[src/xcr_pkg.sv]
// ----------------------------------------------------------------------------
// XMODEM-CRC receiver package
// Protocol bytes, command and status codes, result types and the CRC step.
// ----------------------------------------------------------------------------
package xcr_pkg;

    localparam int DEST_ADDR_BITS = 16;
    localparam logic [15:0] ADDR_MASK =
        (DEST_ADDR_BITS >= 16) ? 16'hFFFF : 16'((32'd1 << DEST_ADDR_BITS) - 32'd1);

    localparam logic [7:0] B_SOH = 8'h01;
    localparam logic [7:0] B_EOT = 8'h04;
    localparam logic [7:0] B_ACK = 8'h06;
    localparam logic [7:0] B_NAK = 8'h15;
    localparam logic [7:0] B_CAN = 8'h18;
    localparam logic [7:0] B_C   = 8'h43;

    localparam logic [15:0] CRC_POLY = 16'h1021;
    localparam logic [9:0]  CAP_MAX   = 10'd512;
    localparam logic [9:0]  CAP_RESET = 10'd512;
    localparam logic [6:0]  LAST_DATA_INDEX = 7'd127;
    localparam logic [16:0] BLOCK_BYTES = 17'd128;

    localparam logic [1:0] CMD_START   = 2'd0;
    localparam logic [1:0] CMD_BYTE    = 2'd1;
    localparam logic [1:0] CMD_TIMEOUT = 2'd2;

    localparam logic [2:0] ST_IDLE   = 3'd0;
    localparam logic [2:0] ST_RECV   = 3'd1;
    localparam logic [2:0] ST_DONE   = 3'd2;
    localparam logic [2:0] ST_CANCEL = 3'd3;
    localparam logic [2:0] ST_FULL   = 3'd4;

    typedef enum logic [7:0] {
        PH_IDLE   = 8'b0000_0001,
        PH_WAIT   = 8'b0000_0010,
        PH_HDR    = 8'b0000_0100,
        PH_DATA   = 8'b0000_1000,
        PH_CRC    = 8'b0001_0000,
        PH_DONE   = 8'b0010_0000,
        PH_CANCEL = 8'b0100_0000,
        PH_FULL   = 8'b1000_0000
    } phase_t;

    typedef struct packed {
        logic        send_valid;
        logic [7:0]  send_byte;
        logic        write_valid;
        logic [15:0] write_addr;
        logic [7:0]  write_data;
    } entry_t;

    typedef struct packed {
        logic [1:0]  count;
        entry_t [2:0] entries;
        logic [2:0]  status;
        logic [16:0] length;
    } res_set_t;

    function automatic logic [15:0] crc_byte(input logic [15:0] crc_in,
                                             input logic [7:0]  data);
        logic [15:0] c;
        c = crc_in ^ {data, 8'h00};
        for (int i = 0; i < 8; i++) begin
            c = c[15] ? ((c << 1) ^ CRC_POLY) : (c << 1);
        end
        return c;
    endfunction

endpackage

[src/xmodem_crc_receiver.sv]
// ----------------------------------------------------------------------------
// XMODEM-CRC receiver: packet check, data writes and prompts per input byte.
// First result registered, valid in the cycle after the input is accepted.
// One input per cycle if not stalled; a new input waits for the last result.
// Reset: synchronous active-low aresetn clears state, capacity returns to 512.
// ----------------------------------------------------------------------------
module xmodem_crc_receiver (
    input  logic        aclk,
    input  logic        aresetn,
    input  logic        cfg_we,
    input  logic [9:0]  cfg_wdata,
    input  logic        s_tvalid,
    output logic        s_tready,
    // command[1:0], rx_byte[9:2], zero fill[15:10]
    input  logic [15:0] s_tdata,
    output logic        m_tvalid,
    input  logic        m_tready,
    // send_byte[7:0], write_addr[23:8], write_data[31:24], status[34:32],
    // received_length[51:35], zero fill[55:52]
    output logic [55:0] m_tdata,
    // send_valid[0], write_valid[1]
    output logic [1:0]  m_tuser,
    output logic        m_tlast
);
    import xcr_pkg::*;

    logic [9:0]  cap_reg;
    phase_t      phase_reg,    phase_next;
    logic [7:0]  exp_blk_reg,  exp_blk_next;
    logic        hdr_good_reg, hdr_good_next;
    logic [6:0]  index_reg,    index_next;
    logic [15:0] crc_reg,      crc_next;
    logic [7:0]  crc_hi_reg,   crc_hi_next;
    logic [16:0] length_reg,   length_next;

    logic [1:0]  cmd;
    logic [7:0]  rx;
    logic        accept;
    logic [9:0]  cap_eff;
    logic [16:0] limit;
    logic [16:0] addr_sum;
    logic [16:0] len_plus;
    res_set_t    res_set;
    entry_t      e_send;

    assign cmd      = s_tdata[1:0];
    assign rx       = s_tdata[9:2];
    assign accept   = s_tvalid && s_tready;
    assign cap_eff  = (cap_reg > CAP_MAX) ? CAP_MAX : cap_reg;
    assign limit    = {cap_eff, 7'b0};
    assign addr_sum = length_reg + {10'b0, index_reg};
    assign len_plus = length_reg + BLOCK_BYTES;

    always_comb begin
        phase_next    = phase_reg;
        exp_blk_next  = exp_blk_reg;
        hdr_good_next = hdr_good_reg;
        index_next    = index_reg;
        crc_next      = crc_reg;
        crc_hi_next   = crc_hi_reg;
        length_next   = length_reg;
        res_set       = '0;
        res_set.count = 2'd1;
        e_send        = '0;
        e_send.send_valid = 1'b1;

        case (cmd)
            CMD_START: begin
                exp_blk_next  = 8'd1;
                hdr_good_next = 1'b0;
                index_next    = 7'd0;
                crc_next      = 16'd0;
                crc_hi_next   = 8'd0;
                length_next   = 17'd0;
                if (limit == 17'd0) begin
                    phase_next = PH_FULL;
                    e_send.send_byte   = B_CAN;
                    res_set.entries[0] = e_send;
                    res_set.entries[1] = e_send;
                    res_set.count      = 2'd2;
                end else begin
                    phase_next = PH_WAIT;
                    e_send.send_byte   = B_C;
                    res_set.entries[0] = e_send;
                end
            end
            CMD_TIMEOUT: begin
                if (phase_reg inside {PH_WAIT, PH_HDR, PH_DATA, PH_CRC}) begin
                    phase_next = PH_WAIT;
                    e_send.send_byte   = B_NAK;
                    res_set.entries[0] = e_send;
                end
            end
            CMD_BYTE: begin
                case (phase_reg)
                    PH_WAIT: begin
                        if (rx == B_SOH) begin
                            phase_next    = PH_HDR;
                            hdr_good_next = 1'b1;
                            index_next    = 7'd0;
                        end else if (rx == B_EOT) begin
                            phase_next = PH_DONE;
                            e_send.send_byte   = B_ACK;
                            res_set.entries[0] = e_send;
                        end else if (rx == B_CAN) begin
                            phase_next = PH_CANCEL;
                        end
                    end
                    PH_HDR: begin
                        if (index_reg == 7'd0) begin
                            if (rx != exp_blk_reg) hdr_good_next = 1'b0;
                            index_next = 7'd1;
                        end else begin
                            if (rx != ~exp_blk_reg) hdr_good_next = 1'b0;
                            index_next = 7'd0;
                            crc_next   = 16'd0;
                            phase_next = PH_DATA;
                        end
                    end
                    PH_DATA: begin
                        if (hdr_good_reg) begin
                            res_set.entries[0].write_valid = 1'b1;
                            res_set.entries[0].write_addr  = addr_sum[15:0] & ADDR_MASK;
                            res_set.entries[0].write_data  = rx;
                        end
                        crc_next = crc_byte(crc_reg, rx);
                        if (index_reg == LAST_DATA_INDEX) begin
                            index_next = 7'd0;
                            phase_next = PH_CRC;
                        end else begin
                            index_next = index_reg + 7'd1;
                        end
                    end
                    PH_CRC: begin
                        if (index_reg == 7'd0) begin
                            crc_hi_next = rx;
                            index_next  = 7'd1;
                        end else begin
                            index_next = 7'd0;
                            if (hdr_good_reg && ({crc_hi_reg, rx} == crc_reg)) begin
                                length_next  = len_plus;
                                exp_blk_next = exp_blk_reg + 8'd1;
                                e_send.send_byte   = B_ACK;
                                res_set.entries[0] = e_send;
                                if (len_plus >= limit) begin
                                    phase_next = PH_FULL;
                                    e_send.send_byte   = B_CAN;
                                    res_set.entries[1] = e_send;
                                    res_set.entries[2] = e_send;
                                    res_set.count      = 2'd3;
                                end else begin
                                    phase_next = PH_WAIT;
                                end
                            end else begin
                                phase_next = PH_WAIT;
                                e_send.send_byte   = B_NAK;
                                res_set.entries[0] = e_send;
                            end
                        end
                    end
                    default: begin
                    end
                endcase
            end
            default: begin
            end
        endcase

        case (phase_next)
            PH_IDLE:   res_set.status = ST_IDLE;
            PH_DONE:   res_set.status = ST_DONE;
            PH_CANCEL: res_set.status = ST_CANCEL;
            PH_FULL:   res_set.status = ST_FULL;
            default:   res_set.status = ST_RECV;
        endcase
        res_set.length = length_next;
    end

    always_ff @(posedge aclk) begin
        if (!aresetn) begin
            cap_reg <= CAP_RESET;
        end else if (cfg_we) begin
            cap_reg <= cfg_wdata;
        end
    end

    always_ff @(posedge aclk) begin
        if (!aresetn) begin
            phase_reg    <= PH_IDLE;
            exp_blk_reg  <= 8'd1;
            hdr_good_reg <= 1'b0;
            index_reg    <= 7'd0;
            crc_reg      <= 16'd0;
            crc_hi_reg   <= 8'd0;
            length_reg   <= 17'd0;
        end else if (accept) begin
            phase_reg    <= phase_next;
            exp_blk_reg  <= exp_blk_next;
            hdr_good_reg <= hdr_good_next;
            index_reg    <= index_next;
            crc_reg      <= crc_next;
            crc_hi_reg   <= crc_hi_next;
            length_reg   <= length_next;
        end
    end

    xcr_out_seq u_out_seq (
        .aclk     (aclk),
        .aresetn  (aresetn),
        .load     (accept),
        .res_set  (res_set),
        .can_load (s_tready),
        .m_tvalid (m_tvalid),
        .m_tready (m_tready),
        .m_tdata  (m_tdata),
        .m_tuser  (m_tuser),
        .m_tlast  (m_tlast)
    );

endmodule

[src/xcr_out_seq.sv]
// ----------------------------------------------------------------------------
// XMODEM-CRC receiver result sequencer
// Holds the result transactions of one input and issues them in order.
// ----------------------------------------------------------------------------
module xcr_out_seq (
    input  logic              aclk,
    input  logic              aresetn,
    input  logic              load,
    input  xcr_pkg::res_set_t res_set,
    output logic              can_load,
    output logic              m_tvalid,
    input  logic              m_tready,
    // send_byte[7:0], write_addr[23:8], write_data[31:24], status[34:32],
    // received_length[51:35], zero fill[55:52]
    output logic [55:0]       m_tdata,
    // send_valid[0], write_valid[1]
    output logic [1:0]        m_tuser,
    output logic              m_tlast
);
    import xcr_pkg::*;

    entry_t      entries_reg [3];
    logic [1:0]  count_reg;
    logic [2:0]  status_reg;
    logic [16:0] length_reg;
    logic        pop;

    assign m_tvalid = (count_reg != 2'd0);
    assign pop      = m_tvalid && m_tready;
    assign can_load = (count_reg == 2'd0) || ((count_reg == 2'd1) && m_tready);
    assign m_tlast  = (count_reg == 2'd1);
    assign m_tuser  = {entries_reg[0].write_valid, entries_reg[0].send_valid};
    assign m_tdata  = {4'b0, length_reg, status_reg, entries_reg[0].write_data,
                       entries_reg[0].write_addr, entries_reg[0].send_byte};

    always_ff @(posedge aclk) begin
        if (!aresetn) begin
            count_reg <= 2'd0;
        end else if (load) begin
            count_reg <= res_set.count;
        end else if (pop) begin
            count_reg <= count_reg - 2'd1;
        end
    end

    always_ff @(posedge aclk) begin
        if (load) begin
            entries_reg[0] <= res_set.entries[0];
            entries_reg[1] <= res_set.entries[1];
            entries_reg[2] <= res_set.entries[2];
            status_reg     <= res_set.status;
            length_reg     <= res_set.length;
        end else if (pop) begin
            entries_reg[0] <= entries_reg[1];
            entries_reg[1] <= entries_reg[2];
        end
    end

endmodule

[config.mk]
export PLATFORM = sky130hd
export DESIGN_NAME = xmodem_crc_receiver
export DESIGN_NICKNAME = d
export VERILOG_FILES = /design/src/xcr_pkg.sv /design/src/xmodem_crc_receiver.sv /design/src/xcr_out_seq.sv
export SDC_FILE = /design/constraint.sdc
export NUM_CORES = 1
export LEC_CHECK = 0
export ABC_AREA = 0
export BUFFER_PORTS_ARGS = -buffer_cell sky130_fd_sc_hd__buf_2
export CORE_ASPECT_RATIO = 1.75
export CORE_MARGIN = 2
export CORE_UTILIZATION = 60
export CTS_CLUSTER_DIAMETER = 80
export CTS_CLUSTER_SIZE = 25
export DETAILED_ROUTE_END_ITERATION = 8
export HOLD_SLACK_MARGIN = 0.02
export PLACE_DENSITY_LB_ADDON = 0.3
export SLEW_MARGIN = 5
export SYNTH_ARGS = -nofsm -noshare
export SYNTH_HDL_FRONTEND = slang
export SYNTH_SLANG_ARGS = --single-unit
[constraint.sdc]
create_clock -name aclk -period 10.9 [get_ports aclk]
set_input_delay 2.18 -clock aclk [delete_from_list [all_inputs] [get_ports aclk]]
set_output_delay 2.18 -clock aclk [all_outputs]
set_load 0.1 [all_outputs]
==> flow_metrics.tcl <==
set metrics [dict create \
    status "completed" \
    dr.pass1.iters 5 \
    viasPerCell 6.09 \
    syn_inst 845 \
    yosys.area.top_type "edfxtp_1" \
    insertion_delay_ns 0.42 \
    antenna_left 0 \
    rsz0062_at_grt "false" \
    ys.flop_type "dfxtp_1" \
    preCtsSetupSlack_ns 5.06 \
    hold_buffers 0 \
    num-nets-final 917 \
    die_w_um 89.4 \
    area_delta_synth_final_pct 9.93 \
    post-route-drc-count 0 \
    power_switching_mw 0.533 \
    swShare 0.357 \
    dr_total_vias 6353 \
    p_comb_frac 0.241 \
    track_usage 0.279 \
    wl_um 18400 \
    cts_root_buf "clkbuf_16" \
    die-area_um2 13700 \
    die_y_um 153 \
    final-setup-viol-count 0 \
    tns_ns 0 \
    synth-edff-count 54 \
    clockBufferDepth 2 \
    clkPwrFrac 0.383 \
    gp_congestion 1.01 \
    clkSinkCount 131 \
    max-slew-margin-rel 0.227 \
    clock_skew_ns 0.00750 \
    diodes 0 \
    synth_area_um2 7650 \
    drv_slew 0 \
    htreeDepth 4 \
    critPathMaxStageDelay_ns 1.07 \
    yosysSeqAreaShare 0.413 \
    grt_pass1_vias 6268 \
    seqPwrFrac 0.376 \
    worst_pin_slew_ns 1.16 \
    path_class "input pin to flip-flop" \
    avgSynthCellArea_um2 9.05 \
    period_needed_ns 5.51 \
    ff_latch_area_um2 3160 \
    worst_slack_ns 5.39 \
    largest_reg_flops 34 \
    design_area_um2 8410 \
    grt_max_degree 63 \
    first_iter_violations 552 \
    grt_antenna_before_repair 0 \
    start_kind "input pin" \
    crit_fanout 36 \
    ys_ff_latch 131 \
    hold_viol_final 0 \
    rows 54 \
    clk_transition_reported_paths_ns 0.06 \
    required_ns 11.18 \
    cp-end-kind "flip-flop" \
    fmax_ghz 0.182 \
    post-cts-setup-buffers 0 \
    yosys_warnings 0 \
    synth_top_cells_by_count "dfxtp_1, nand2_1, nor2_1" \
    leakage_nw 3.14 \
    post_dp_cell_area_um2 7810 \
    grt-ovfl-total 0 \
    synth.distinct_cells 65 \
    fillCellCount 1043 \
    post-route-period-util 0.505 \
    synthArstFlopShare 0 \
    ctsResizeCount 0 \
    numCtsBuffers 17 \
    power_density_nw_per_um2 178 \
    crit_path_cell_trace "buf_2 > nand2_1 > nor2_1 > nand3_1 > inv_1 > and2_1" \
    multiInputGateArea_um2 3970 \
    grt_pass1_wl_um 29900 \
    coreArea_um2 12400 \
    dp_hpwl_um 13200 \
    internal_power_mw 0.960 \
    cts_tree "done" \
    yosysTopAreaCellShare 0.212 \
    worstHoldPathType "flip-flop to flip-flop" \
    netlist_top_cells_area "edfxtp_1, dfxtp_1, xnor2_1" \
    drive_above_1_share 0.143 \
    portBuffers 79 \
    wire_per_inst_um 17.7 \
    yosysMostFrequentCell "dfxtp_1" \
    maxCapViolCount 0 \
    start_util 0.615 \
    max-vdd-ir-drop_mv 0.109 \
    arrival_ns 5.79 \
    boundaryPins 92 \
    cpMaxStageDelayCell "nor2_1" \
]
==> cell families after synthesis <==
| logic type | count (synthesis) | synth area share |
|---|---|---|
| AO/OA/AOI/OAI | 171 | 0.146 |
| XOR/XNOR | 83 | 0.0950 |
| adder cells (fa/ha/maj) | 24 | 0.0402 |
| buffers and inverters | 104 | 0.0711 |
| flip-flops | 131 | 0.413 |
| multiplexers | 10 | 0.0131 |
| other | 1 | 0.000490 |
| AND/OR/NAND/NOR | 321 | 0.221 |
==> layout by cell type (no fill, tap or decap), types with 11 or more instances in the layout <==
cell,n
buf_2,79
dfxtp_1,77
nand2_1,67
nor2_1,59
xnor2_1,55
edfxtp_1,54
nand3_1,44
o21ai_0,34
a21boi_0,31
and2_1,30
a21oi_1,29
xor2_1,28
ha_1,23
clkbuf_16,18
nand2b_1,16
nor2b_1,16
nand4_1,15
inv_1,14
o21ai_1,13
and3_1,12
nor3_1,11
==> metrics by stage <==
step           hold WS (ns)   util  cells  power [mW]
6_report              0.505  0.677   1043        1.49
5_1_grt               0.521  0.677   1043        1.53
4_1_cts               0.507  0.677   1043        1.50
3_5_place_dp          0.494  0.628   1011       0.931
3_3_place_gp          0.472  0.628   1011       0.926
2_1_floorplan         0.452      -    850       0.901
==> critical path: cells and delay by family <==
kind                   cells  cell delay [ns]
buffers and inverters      2             1.00
AND/OR/NAND/NOR            4             2.58
==> layer usage <==
metal  GRT usage  routed length [um]  up-vias
met3      0.0583                 829       75
met5           0                   0        -
met4       0.169                1030        0
met2       0.474                9770      256
met1       0.308                6810     3040
li1            -                   -     2982
==> power by group through the flow <==
stage	logic, mW	clock network (mW)	registers, mW
2_1_floorplan	0.273	0	0.628
3_3_place_gp	0.355	0	0.571
3_5_place_dp	0.359	0	0.572
4_1_cts	0.360	0.574	0.562
5_1_grt	0.375	0.594	0.566
6_report	0.360	0.571	0.562
==> final timing paths <==
path / endpoint / start / slack, ns / cells past startpoint
setup reg to reg: u_out_seq.entries_reg[0][0] / phase_reg[0] / 6.61 / 7
hold reg to reg: crc_hi_reg[5] / crc_hi_reg[5] / 0.51 / 2
hold / removal: crc_hi_reg[5] / crc_hi_reg[5] / 0.51 / 2
setup / recovery: u_out_seq.entries_reg[0][0] / s_tdata[0] / 5.39 / 6
==> area by class of cell <==
cell class,count,share of cell area
clock inverters,11,0.0153
repair buffers,81,0.0488
flip-flops and latches,131,0.376
multi-input cells,615,0.472
inverters,16,0.00714
well taps,168,0.0250
clock buffers,21,0.0561
(Power assumes the default switching activity.)
